**src/hw/rtl/lsbf_pkg.sv**
```systemverilog
package lsbf_pkg;

  typedef struct packed {
    logic [7:0] h;
    logic [7:0] s;
    logic [7:0] v;
    logic [7:0] target;
    logic [7:0] speed;
    logic       v_in;
    logic       v_out;
    logic       s_in;
    logic       s_out;
    logic       hue_up;
    logic       hue_down;
    logic       skip;
  } cell_t;

  localparam int CELL_W = $bits(cell_t);

  typedef enum logic [1:0] {
    OP_PAINT,
    OP_FRAME,
    OP_MOVE,
    OP_CLEAR
  } op_t;

  typedef enum logic [2:0] {
    REG_ACTIVE_PIXELS,
    REG_BRUSH_HUE,
    REG_BRUSH_SATURATION,
    REG_BRUSH_VALUE,
    REG_FADE_RATE,
    REG_FADE_FLAGS,
    REG_START_SPEED
  } reg_idx_t;

  typedef enum logic [3:0] {
    ST_CLEAR,
    ST_IDLE,
    ST_PAINT_RD,
    ST_PAINT_WR,
    ST_FR_RD,
    ST_FR_LOAD,
    ST_FR_START,
    ST_FR_WAIT,
    ST_FR_WR,
    ST_DONE
  } state_t;

  function automatic cell_t paint_cell(cell_t c, logic [7:0] hue, logic [7:0] sat,
                                       logic [7:0] val, logic [7:0] rate, logic [6:0] f);
    cell_t      r;
    logic       up;
    logic       same;
    logic [7:0] dif;
    r = c;
    up = 1'b1;
    same = 1'b0;
    dif = 8'd0;
    r.speed = rate;
    if (!f[0]) r.v = val; else r.target = val;
    if (f[3:2] == 2'b00) r.s = sat; else r.target = sat;
    if (f[5:4] == 2'b00) begin
      r.h = hue;
    end else begin
      r.target = hue;
      if (hue > c.h) begin
        dif = hue - c.h;
        if (dif > 8'd128) up = 1'b0;
      end else if (hue < c.h) begin
        dif = c.h - hue;
        if (dif < 8'd128) up = 1'b0;
      end else begin
        same = 1'b1;
      end
      if (f[5]) up = !up;
      if (!same) begin
        if (up) r.hue_up = 1'b1; else r.hue_down = 1'b1;
      end
    end
    r.v_in = f[0];
    r.v_out = f[1];
    r.s_in = f[2];
    r.s_out = f[3];
    return r;
  endfunction

endpackage

```
**src/hw/rtl/lsbf_ram.sv**
```systemverilog
module lsbf_ram #(
  parameter int WIDTH = 8,
  parameter int DEPTH = 64,
  parameter int AW = (DEPTH > 1) ? $clog2(DEPTH) : 1
) (
  input  logic             clk,
  input  logic             wr_en,
  input  logic [AW-1:0]    wr_addr,
  input  logic [WIDTH-1:0] wr_data,
  input  logic             rd_en,
  input  logic [AW-1:0]    rd_addr,
  output logic [WIDTH-1:0] rd_data
);

  logic [WIDTH-1:0] mem [DEPTH];

  always_ff @(posedge clk) begin
    if (wr_en) mem[wr_addr] <= wr_data;
    if (rd_en) rd_data <= mem[rd_addr];
  end

endmodule

```
**src/hw/rtl/lsbf_rem.sv**
```systemverilog
module lsbf_rem (
  input  logic        clk,
  input  logic        rst_n,
  input  logic        start,
  input  logic [31:0] dividend,
  input  logic [15:0] divisor,
  output logic        done,
  output logic        rem_zero
);

  logic        busy_r;
  logic        done_r;
  logic [3:0]  cnt_r;
  logic [15:0] rem_r;
  logic [15:0] rem_nxt;
  logic [31:0] shift_r;
  logic [15:0] div_r;

  function automatic logic [15:0] rem_step(logic [15:0] r, logic b, logic [15:0] d);
    logic [16:0] t;
    t = {r, b};
    if (t >= {1'b0, d}) t = t - {1'b0, d};
    return t[15:0];
  endfunction

  assign rem_nxt = rem_step(rem_step(rem_r, shift_r[31], div_r), shift_r[30], div_r);

  always_ff @(posedge clk) begin
    if (!rst_n) begin
      busy_r <= 1'b0;
      done_r <= 1'b0;
      cnt_r <= '0;
    end else begin
      done_r <= 1'b0;
      if (start) begin
        busy_r <= 1'b1;
        cnt_r <= '0;
      end else if (busy_r) begin
        cnt_r <= cnt_r + 4'd1;
        if (cnt_r == 4'd15) begin
          busy_r <= 1'b0;
          done_r <= 1'b1;
        end
      end
    end
  end

  always_ff @(posedge clk) begin
    if (start) begin
      rem_r <= '0;
      shift_r <= dividend;
      div_r <= divisor;
    end else if (busy_r) begin
      rem_r <= rem_nxt;
      shift_r <= {shift_r[29:0], 2'b00};
    end
  end

  assign done = done_r;
  assign rem_zero = (rem_r == 16'd0);

endmodule

```
**src/hw/rtl/lsbf_fade.sv**
```systemverilog
module lsbf_fade
  import lsbf_pkg::*;
(
  input  cell_t       cell_i,
  input  logic        ra_zero,
  input  logic        rb_zero,
  output logic [15:0] div_a,
  output logic [15:0] div_b,
  output cell_t       cell_o
);

  localparam logic [1:0] FM_NONE = 2'd0;
  localparam logic [1:0] FM_LO = 2'd1;
  localparam logic [1:0] FM_HI = 2'd2;

  logic        tbl_slow  [256];
  logic        tbl_subnz [256];
  logic [15:0] tbl_da    [256];
  logic [15:0] tbl_db    [256];
  logic [7:0]  tbl_base  [256];
  logic [1:0]  tbl_fm    [256];

  for (genvar g = 0; g < 256; g++) begin : g_tbl
    localparam int G = (g == 0) ? 1 : g;
    localparam int IV = 800 / G;
    localparam int SUB = IV % 10;
    localparam int II = IV / 10;
    localparam int D1 = (II * II * 10 + II * SUB) / ((SUB > 0) ? SUB : 1);
    localparam int A0 = (2 * G - 80) / 8;
    localparam int AP = (A0 < 0) ? 0 : A0;
    localparam int FS = AP % 10;
    localparam int AB = AP / 10 + ((FS >= 5) ? 1 : 0);
    localparam int DF = (FS >= 5) ? (10 / (10 - FS)) : (10 / ((FS > 0) ? FS : 1));
    assign tbl_slow[g] = (IV > 10) ? 1'b1 : 1'b0;
    assign tbl_subnz[g] = (SUB > 0) ? 1'b1 : 1'b0;
    assign tbl_da[g] = (IV > 10) ? 16'(D1) : 16'(DF);
    assign tbl_db[g] = (IV > 10) ? 16'(II) : 16'd1;
    assign tbl_base[g] = 8'(AB);
    assign tbl_fm[g] = (FS >= 5) ? FM_HI : ((FS > 0) ? FM_LO : FM_NONE);
  end

  assign div_a = tbl_da[cell_i.speed];
  assign div_b = tbl_db[cell_i.speed];

  always_comb begin
    cell_t      c;
    logic       run;
    logic       skip1;
    logic [7:0] add;
    c = cell_i;
    run = 1'b0;
    add = 8'd1;
    skip1 = c.skip;
    if (c.speed != 8'd0) begin
      if (tbl_slow[c.speed]) begin
        skip1 = c.skip | (tbl_subnz[c.speed] & ra_zero);
        if (rb_zero) begin
          if (skip1) c.skip = 1'b0; else run = 1'b1;
        end else begin
          c.skip = skip1;
        end
      end else begin
        add = tbl_base[c.speed];
        if (tbl_fm[c.speed] == FM_HI && ra_zero) add = 8'd1;
        else if (tbl_fm[c.speed] == FM_LO && ra_zero) add = tbl_base[c.speed] + 8'd1;
        if (c.skip) c.skip = 1'b0; else run = 1'b1;
      end
    end
    if (run) begin
      if (c.v_in) begin
        if ($signed({2'b00, c.target}) - $signed({2'b00, add}) <= $signed({2'b00, c.v})) begin
          c.v = c.target;
          c.v_in = 1'b0;
        end else begin
          c.v = c.v + add;
        end
      end else if (c.v_out) begin
        if (c.v <= add) begin
          c.v = 8'd0;
          c.v_out = 1'b0;
        end else begin
          c.v = c.v - add;
        end
      end
      if (c.hue_up) begin
        if (c.target == c.h) c.hue_up = 1'b0; else c.h = c.h + 8'd1;
      end else if (c.hue_down) begin
        if (c.target == c.h) c.hue_down = 1'b0; else c.h = c.h - 8'd1;
      end
      if (c.s_in) begin
        if (c.target == c.s) c.s_in = 1'b0; else c.s = c.s + 8'd1;
      end else if (c.s_out) begin
        if (c.target == c.s) c.s_out = 1'b0; else c.s = c.s - 8'd1;
      end
    end
    cell_o = c;
  end

endmodule

```
**src/hw/rtl/led_strip_brush_fade_engine.sv**
```systemverilog
// LED strip brush and fade engine. The canvas lives in a single-port-write RAM of
// MAX_PIXELS entries; after reset, and for every clear op, a sweep writes zeros over all
// MAX_PIXELS entries, one per cycle, while no input beat is taken. A frame op walks the
// active pixels one at a time: each pixel is read and loaded, two remainder units test
// the frame counter against the pixel's fade interval, and the faded pixel is written
// back once its result can enter the output register. Results leave through an output
// register, so one result may wait while the next input beat is accepted.
module led_strip_brush_fade_engine
  import lsbf_pkg::*;
#(
  parameter int MAX_PIXELS = 64,
  parameter int FRACTION_BITS = 8
) (
  input  logic        clk,
  input  logic        rst_n,
  input  logic        in_valid,
  output logic        in_stall,
  input  logic [1:0]  in_op,
  input  logic [15:0] in_target_position,
  output logic        out_valid,
  input  logic        out_stall,
  output logic [5:0]  out_pixel_index,
  output logic [7:0]  out_pixel_hue,
  output logic [7:0]  out_pixel_saturation,
  output logic [7:0]  out_pixel_brightness,
  output logic [5:0]  out_brush_index,
  output logic        out_last,
  input  logic        cfg_valid,
  output logic        cfg_ready,
  input  logic [2:0]  cfg_index,
  input  logic [15:0] cfg_data
);

  localparam int IDX_W = (MAX_PIXELS > 1) ? $clog2(MAX_PIXELS) : 1;
  localparam int POS_W = IDX_W + FRACTION_BITS;
  localparam int SUM_W = ((POS_W > 16) ? POS_W : 16) + 2;
  localparam int HI_W = SUM_W - FRACTION_BITS;

  state_t state_r, state_nxt;

  logic [6:0]         ap_r;
  logic [7:0]         hue_r, sat_r, val_r, rate_r;
  logic [6:0]         flags_r;
  logic [15:0]        sspeed_r;
  logic [POS_W-1:0]   pos_r;
  logic signed [15:0] speed_r;
  logic               lp_valid_r;
  logic [IDX_W-1:0]   lp_idx_r;
  logic [31:0]        fcnt_r;
  logic [IDX_W-1:0]   idx_r;
  logic               clr_report_r;
  cell_t              cell_r;

  logic               out_valid_r;
  logic [5:0]         out_pix_r, out_bi_r;
  logic [7:0]         out_h_r, out_s_r, out_v_r;
  logic               out_last_r;

  logic [6:0]             n;
  logic [IDX_W-1:0]       n_m1;
  logic [IDX_W-1:0]       pix;
  logic signed [SUM_W-1:0] ni;
  logic [HI_W-1:0]        ni_hi;
  logic [POS_W-1:0]       top_pos;
  logic [POS_W-1:0]       adv_pos;
  logic signed [15:0]     adv_speed;
  logic [IDX_W-1:0]       move_idx;
  logic                   paint_need;
  logic                   in_acc;
  logic                   out_free;
  logic                   last_pix;

  logic               ram_we, ram_re;
  logic [IDX_W-1:0]   ram_waddr, ram_raddr;
  logic [CELL_W-1:0]  ram_wdata, ram_rdata;
  logic               div_start;
  logic               out_load;
  logic               ra_done, rb_done, ra_zero, rb_zero;
  logic [15:0]        div_a, div_b;
  cell_t              faded;

  assign cfg_ready = 1'b1;
  assign in_stall = (state_r != ST_IDLE);
  assign in_acc = in_valid && !in_stall;
  assign out_free = !out_valid_r || !out_stall;

  always_comb begin
    if (ap_r == 7'd0) n = 7'd1;
    else if (ap_r > 7'(MAX_PIXELS)) n = 7'(MAX_PIXELS);
    else n = ap_r;
  end

  assign n_m1 = IDX_W'(n - 7'd1);
  assign pix = pos_r[POS_W-1:FRACTION_BITS];
  assign last_pix = (idx_r == n_m1);
  assign paint_need = !lp_valid_r || (lp_idx_r != pix);
  assign move_idx = (in_target_position >= 16'(n)) ? n_m1 : IDX_W'(in_target_position);

  assign ni = $signed({{(SUM_W - POS_W){1'b0}}, pos_r}) + SUM_W'(speed_r);
  assign ni_hi = ni[SUM_W-1:FRACTION_BITS];
  assign top_pos = POS_W'(n_m1) << FRACTION_BITS;

  always_comb begin
    adv_pos = ni[POS_W-1:0];
    adv_speed = speed_r;
    if (ni[SUM_W-1]) begin
      if (flags_r[6]) begin
        adv_pos = '0;
        adv_speed = -speed_r;
      end else begin
        adv_pos = top_pos;
      end
    end else if (ni_hi >= HI_W'(n)) begin
      if (flags_r[6]) begin
        adv_pos = top_pos;
        adv_speed = -speed_r;
      end else begin
        adv_pos = '0;
      end
    end
  end

  always_comb begin
    state_nxt = state_r;
    case (state_r)
      ST_CLEAR: begin
        if (idx_r == IDX_W'(MAX_PIXELS - 1)) state_nxt = clr_report_r ? ST_DONE : ST_IDLE;
      end
      ST_IDLE: begin
        if (in_acc) begin
          case (op_t'(in_op))
            OP_PAINT: state_nxt = paint_need ? ST_PAINT_RD : ST_DONE;
            OP_FRAME: state_nxt = ST_FR_RD;
            OP_MOVE:  state_nxt = ST_DONE;
            OP_CLEAR: state_nxt = ST_CLEAR;
            default:  state_nxt = ST_IDLE;
          endcase
        end
      end
      ST_PAINT_RD: state_nxt = ST_PAINT_WR;
      ST_PAINT_WR: state_nxt = ST_DONE;
      ST_FR_RD:    state_nxt = ST_FR_LOAD;
      ST_FR_LOAD:  state_nxt = ST_FR_START;
      ST_FR_START: state_nxt = ST_FR_WAIT;
      ST_FR_WAIT: begin
        if (ra_done && rb_done) state_nxt = ST_FR_WR;
      end
      ST_FR_WR: begin
        if (out_free) state_nxt = last_pix ? ST_IDLE : ST_FR_RD;
      end
      ST_DONE: begin
        if (out_free) state_nxt = ST_IDLE;
      end
      default: state_nxt = ST_IDLE;
    endcase
  end

  always_comb begin
    ram_we = 1'b0;
    ram_waddr = idx_r;
    ram_wdata = '0;
    ram_re = 1'b0;
    ram_raddr = idx_r;
    div_start = 1'b0;
    out_load = 1'b0;
    case (state_r)
      ST_CLEAR:    ram_we = 1'b1;
      ST_PAINT_RD: ram_re = 1'b1;
      ST_PAINT_WR: begin
        ram_we = 1'b1;
        ram_wdata = paint_cell(cell_t'(ram_rdata), hue_r, sat_r, val_r, rate_r, flags_r);
      end
      ST_FR_RD:    ram_re = 1'b1;
      ST_FR_START: div_start = 1'b1;
      ST_FR_WR: begin
        ram_we = out_free;
        ram_wdata = faded;
        out_load = out_free;
      end
      ST_DONE:     out_load = out_free;
      default:     ram_we = 1'b0;
    endcase
  end

  always_ff @(posedge clk) begin
    if (!rst_n) begin
      state_r <= ST_CLEAR;
      idx_r <= '0;
      clr_report_r <= 1'b0;
      ap_r <= 7'd64;
      hue_r <= '0;
      sat_r <= '0;
      val_r <= '0;
      rate_r <= '0;
      flags_r <= '0;
      sspeed_r <= '0;
      pos_r <= '0;
      speed_r <= '0;
      lp_valid_r <= 1'b0;
      lp_idx_r <= '0;
      fcnt_r <= '0;
      out_valid_r <= 1'b0;
    end else begin
      state_r <= state_nxt;
      if (cfg_valid) begin
        case (reg_idx_t'(cfg_index))
          REG_ACTIVE_PIXELS:    ap_r <= cfg_data[6:0];
          REG_BRUSH_HUE:        hue_r <= cfg_data[7:0];
          REG_BRUSH_SATURATION: sat_r <= cfg_data[7:0];
          REG_BRUSH_VALUE:      val_r <= cfg_data[7:0];
          REG_FADE_RATE:        rate_r <= cfg_data[7:0];
          REG_FADE_FLAGS:       flags_r <= cfg_data[6:0];
          REG_START_SPEED:      sspeed_r <= cfg_data;
          default:              ap_r <= ap_r;
        endcase
      end
      if (out_load) out_valid_r <= 1'b1;
      else if (!out_stall) out_valid_r <= 1'b0;
      case (state_r)
        ST_CLEAR: idx_r <= idx_r + IDX_W'(1);
        ST_IDLE: begin
          if (in_acc) begin
            case (op_t'(in_op))
              OP_PAINT: begin
                if (paint_need) begin
                  lp_valid_r <= 1'b1;
                  lp_idx_r <= pix;
                end
                idx_r <= pix;
                pos_r <= adv_pos;
                speed_r <= adv_speed;
              end
              OP_FRAME: idx_r <= '0;
              OP_MOVE: begin
                pos_r <= POS_W'(move_idx) << FRACTION_BITS;
                lp_valid_r <= 1'b0;
                speed_r <= sspeed_r;
              end
              OP_CLEAR: begin
                idx_r <= '0;
                clr_report_r <= 1'b1;
              end
              default: idx_r <= idx_r;
            endcase
          end
        end
        ST_FR_WR: begin
          if (out_free) begin
            if (last_pix) fcnt_r <= fcnt_r + 32'd1;
            else idx_r <= idx_r + IDX_W'(1);
          end
        end
        default: idx_r <= idx_r;
      endcase
    end
  end

  always_ff @(posedge clk) begin
    if (state_r == ST_FR_LOAD) cell_r <= cell_t'(ram_rdata);
    if (out_load) begin
      out_bi_r <= 6'(pix);
      if (state_r == ST_FR_WR) begin
        out_pix_r <= 6'(idx_r);
        out_h_r <= cell_r.h;
        out_s_r <= cell_r.s;
        out_v_r <= cell_r.v;
        out_last_r <= last_pix;
      end else begin
        out_pix_r <= '0;
        out_h_r <= '0;
        out_s_r <= '0;
        out_v_r <= '0;
        out_last_r <= 1'b1;
      end
    end
  end

  lsbf_ram #(
    .WIDTH(CELL_W),
    .DEPTH(MAX_PIXELS),
    .AW(IDX_W)
  ) u_canvas (
    .clk     (clk),
    .wr_en   (ram_we),
    .wr_addr (ram_waddr),
    .wr_data (ram_wdata),
    .rd_en   (ram_re),
    .rd_addr (ram_raddr),
    .rd_data (ram_rdata)
  );

  lsbf_fade u_fade (
    .cell_i  (cell_r),
    .ra_zero (ra_zero),
    .rb_zero (rb_zero),
    .div_a   (div_a),
    .div_b   (div_b),
    .cell_o  (faded)
  );

  lsbf_rem u_rem_a (
    .clk      (clk),
    .rst_n    (rst_n),
    .start    (div_start),
    .dividend (fcnt_r),
    .divisor  (div_a),
    .done     (ra_done),
    .rem_zero (ra_zero)
  );

  lsbf_rem u_rem_b (
    .clk      (clk),
    .rst_n    (rst_n),
    .start    (div_start),
    .dividend (fcnt_r),
    .divisor  (div_b),
    .done     (rb_done),
    .rem_zero (rb_zero)
  );

  assign out_valid = out_valid_r;
  assign out_pixel_index = out_pix_r;
  assign out_pixel_hue = out_h_r;
  assign out_pixel_saturation = out_s_r;
  assign out_pixel_brightness = out_v_r;
  assign out_brush_index = out_bi_r;
  assign out_last = out_last_r;

endmodule

```
**config.mk**
```make
export PLATFORM = sky130hd
export DESIGN_NAME = led_strip_brush_fade_engine
export DESIGN_NICKNAME = d
export VERILOG_FILES = /design/src/hw/rtl/lsbf_pkg.sv /design/src/hw/rtl/lsbf_ram.sv /design/src/hw/rtl/lsbf_rem.sv /design/src/hw/rtl/lsbf_fade.sv /design/src/hw/rtl/led_strip_brush_fade_engine.sv
export SDC_FILE = /design/constraint.sdc
export NUM_CORES = 2
export LEC_CHECK = 0
export ABC_CLOCK_PERIOD_IN_PS = 19400
export BUFFER_PORTS_ARGS = -buffer_cell sky130_fd_sc_hd__buf_2
export CAP_MARGIN = 20
export CORE_MARGIN = 2
export CORE_UTILIZATION = 59
export DETAILED_ROUTE_END_ITERATION = 7
export MAX_ROUTING_LAYER = met4
export PLACE_DENSITY_LB_ADDON = 0.1
export SETUP_SLACK_MARGIN = 0.1
export SLEW_MARGIN = 20
export SYNTH_ARGS = -nofsm -noshare
export SYNTH_HDL_FRONTEND = slang
export SYNTH_SLANG_ARGS = --single-unit
```
**constraint.sdc**
```tcl
create_clock -name clk -period 19.4 [get_ports clk]
set_input_delay 0.97 -clock clk [delete_from_list [all_inputs] [get_ports clk]]
set_output_delay 0.97 -clock clk [all_outputs]
set_load 0.02 [all_outputs]
```
==> flow_metrics.py <==
metrics = {
    "setup_path": {
        "start_kind": "flop",
        "cp_top_family": "compound AO/OA/AOI/OAI gates",
        "crit_path_top_delay_cell": "inv_1",
        "worst_ep_arrival_time_ns": 7.72,
        "r2r_setup_slack_ns": 12.33,
        "worstSetupPathType": "flop to flop",
        "path_buf_inv": 4,
        "critPathMaxStageDelay_ns": 0.65,
        "worst-path-max-fanout": 64,
        "required_ns": 20.05,
        "critPathCaptureType": "flop",
    },
    "placed_design": {
        "gp_congestion": 0.907,
        "place_ws_ns": 12.36,
        "portBuffers": 80,
        "dp_hpwl_um": 223000,
    },
    "power_and_ir_drop": {
        "irDropWorstVdd_mv": 0.109,
        "p_leak_nw": 49.4,
        "power_density_nw_per_um2": 111,
    },
    "sta": {
        "drv_slew": 0,
        "setup_viol": 0,
        "relSlewSlack": 0.168,
        "fin_crit_sh": 0.364,
        "whs_ns": 0.239,
        "max_freq_ghz": 0.141,
        "setup_tns_ns": 0,
        "rsz0062_at_grt": "no",
        "finalCriticalPeriod_ns": 7.07,
        "worstMarginPinSlew_ns": 1.24,
        "fin_ws_ns": 12.33,
        "hold_viol_final": 0,
        "finalClockSkew_ns": 0.0703,
    },
    "clocking": {
        "clock_latency_ns": 0.99,
        "post_cts_buffers": 0,
        "cts_tree": "done",
        "clk_pin_slew_worst_paths_ns": 0.06,
        "clkSinkCount": 3411,
        "post_cts_resized": 0,
        "clockBufferDepth": 4,
        "h-tree-depth": 5,
        "cts_root_buf": "clkbuf_16",
        "cts_buffers": 350,
        "cts_hold_buf": 0,
    },
    "yosys": {
        "syn_area_um2": 132000,
        "synth_mux_area_frac": 0.00685,
        "syn_area_per_cell_um2": 15.8,
        "synthAdderAreaFrac": 0.0146,
        "synth_async_sr_flop_share": 0,
        "synth-edff-count": 3224,
        "ys_warn_count": 0,
        "synth_compound_area_frac": 0.140,
        "yosys.area_share.simple": 0.0487,
        "synthFlopType": "edfxtp_1",
        "synth.distinct_cells": 93,
        "netlist_instances": 8338,
        "synthXorXnorAreaFrac": 0.00969,
        "ys_ff_latch": 3411,
        "ys_seq_area_frac": 0.762,
        "synth_top_family_by_area": "compound AO/OA/AOI/OAI gates",
    },
    "final_layout": {
        "utilization": 0.666,
        "nets": 8669,
        "drive_gt1_frac": 0.111,
        "syn_to_final_growth_pct": 12.2,
    },
    "floorplan": {
        "core_um2": 222000,
        "die_w_um": 477,
        "start_util": 0.594,
        "rows": 173,
        "fp.dieH_um": 477,
        "die-area_um2": 228000,
        "io_pins": 82,
    },
    "outcome": {
        "status": "finished clean",
    },
    "grt": {
        "global_route.overflow_total": 0,
        "grt_start_max_net_pins": 106,
        "antenna_found_initial": 20,
        "grt_pass1_vias": 79200,
        "grtUsageTotal": 0.383,
        "grt_pass1_wl_um": 598000,
    },
    "min_path": {
        "hp-class": "input pin to flop",
    },
    "drt": {
        "avgRoutedWirePerCell_um": 36.6,
        "drtIter0Drc": 13800,
        "viasPerCell": 7.18,
        "drt-total-wl_um": 429000,
        "ant_nets": 0,
        "vias": 84100,
        "drt-pass1-iter-count": 6,
        "route.detailed.drc": 0,
    },
    "flow_run": {
        "cap_violations": 0,
    },
}
==> metrics by stage <==
step	total power, mW	instance area [um2]	instances
6_report	16.4	148000	11700
2_1_floorplan	9.32	132000	8340
3_3_place_gp	10.0	137000	11100
4_1_cts	16.3	148000	11700
3_5_place_dp	10.0	137000	11100
5_1_grt	16.7	148000	11700
==> worst register-to-register path: stages (launching register included) <==
cell      delay [ns]
edfxtp_1        0.36
buf_4           0.23
inv_1           0.66
ha_1            0.60
mux2i_1         0.15
a21oi_1         0.17
a21oi_1         0.08
o21ai_0         0.35
nand3_1         0.20
xnor2_1         0.16
or2_2           0.33
ha_1            0.23
fa_1            0.43
nor2b_1         0.15
o21a_1          0.18
nor4_1          0.07
xor2_1          0.17
ha_1            0.34
nand4_1         0.11
o22ai_1         0.17
nor2_1          0.07
o21ai_1         0.12
buf_4           0.27
mux2i_1         0.11
a211oi_1        0.29
a21oi_1         0.13
o22ai_4         0.16
buf_4           0.50
==> state kept, by name, summed over array words and instances (netlist names), 8 cells and up <==
signal	flops
u_rem_a.rem_r	16
cell_r	47
fcnt_r	32
out_pixel_hue	8
u_canvas.mem	3008
pos_r	14
u_rem_a.div_r	14
hue_r	8
u_rem_b.shift_r	32
val_r	8
out_pixel_brightness	8
u_canvas.rd_data	47
speed_r	16
out_pixel_saturation	8
u_rem_a.shift_r	32
u_rem_b.rem_r	16
sspeed_r	16
rate_r	8
sat_r	8
==> worst paths after layout <==
check	cells past startpoint	endpoint	start
hold / removal	3	sspeed_r[8]	cfg_data[8]
hold reg to reg	0	cell_r[10]	u_canvas.rd_data[10]
setup / recovery	27	u_canvas.mem[50][30]	cell_r[9]
setup reg to reg	27	u_canvas.mem[50][30]	cell_r[9]
==> layout make-up <==
class	instances	area, um2
well taps	2975	3720
clock buffers	438	9330
inverters	114	430
fillers	15100	74200
multi-input cells	4281	30100
flip-flops and latches	3411	101000
clock inverters	156	1440
repair buffers	320	2440
diodes	19	47.5
==> cell families (layout without fill, tap and decap cells) <==
kind of cell | Yosys count | in the layout
XOR/XNOR | 146 | 146
adder cells (fa/ha/maj) | 149 | 149
flip-flops | 3411 | 3411
buffers and inverters | 648 | 1028
multiplexers | 85 | 85
AND/OR/NAND/NOR | 1348 | 1348
AO/OA/AOI/OAI | 2549 | 2549
other | 2 | 23
==> cells in the final DEF, fill, tap and decap left out, types with 187 or more instances in the layout <==
master,count
buf_4,222
dfxtp_1,187
nand2_1,470
a31oi_1,312
a21oi_1,324
a22o_1,283
edfxtp_1,3224
clkbuf_16,359
a22oi_1,949
nor2_1,231
a221oi_1,290
==> where the power goes <==
| group | switching, mW | total, mW | internal (mW) |
|---|---|---|---|
| clock | 2.71 | 6.46 | 3.75 |
| sequential | 0.0556 | 8.15 | 8.10 |
| combinational | 1.26 | 1.76 | 0.506 |
==> synth_stat cells, types with 101 or more instances <==
cell type | instances | share of area
a21oi_1 | 325 | 0.012
a31oi_1 | 312 | 0.015
nand4_1 | 127 | 0.0060
nand2_1 | 475 | 0.014
nand3_1 | 101 | 0.0038
clkbuf_1 | 429 | 0.012
o21ai_0 | 137 | 0.0052
a221oi_1 | 290 | 0.019
dfxtp_1 | 187 | 0.028
nor2_1 | 301 | 0.0086
a22o_1 | 285 | 0.019
a22oi_1 | 949 | 0.054
edfxtp_1 | 3224 | 0.73
inv_1 | 112 | 0.0032
ha_1 | 140 | 0.013
==> metal layers <==
layer,GRT usage,up-vias,part of all wire
met5,-,-,0
met4,0.163,0,0.049
met1,0.516,42500,0.37
met3,0.0874,1126,0.13
met2,0.566,6351,0.45
li1,-,34200,-
Note: power is estimated with default switching activity, not from simulation.
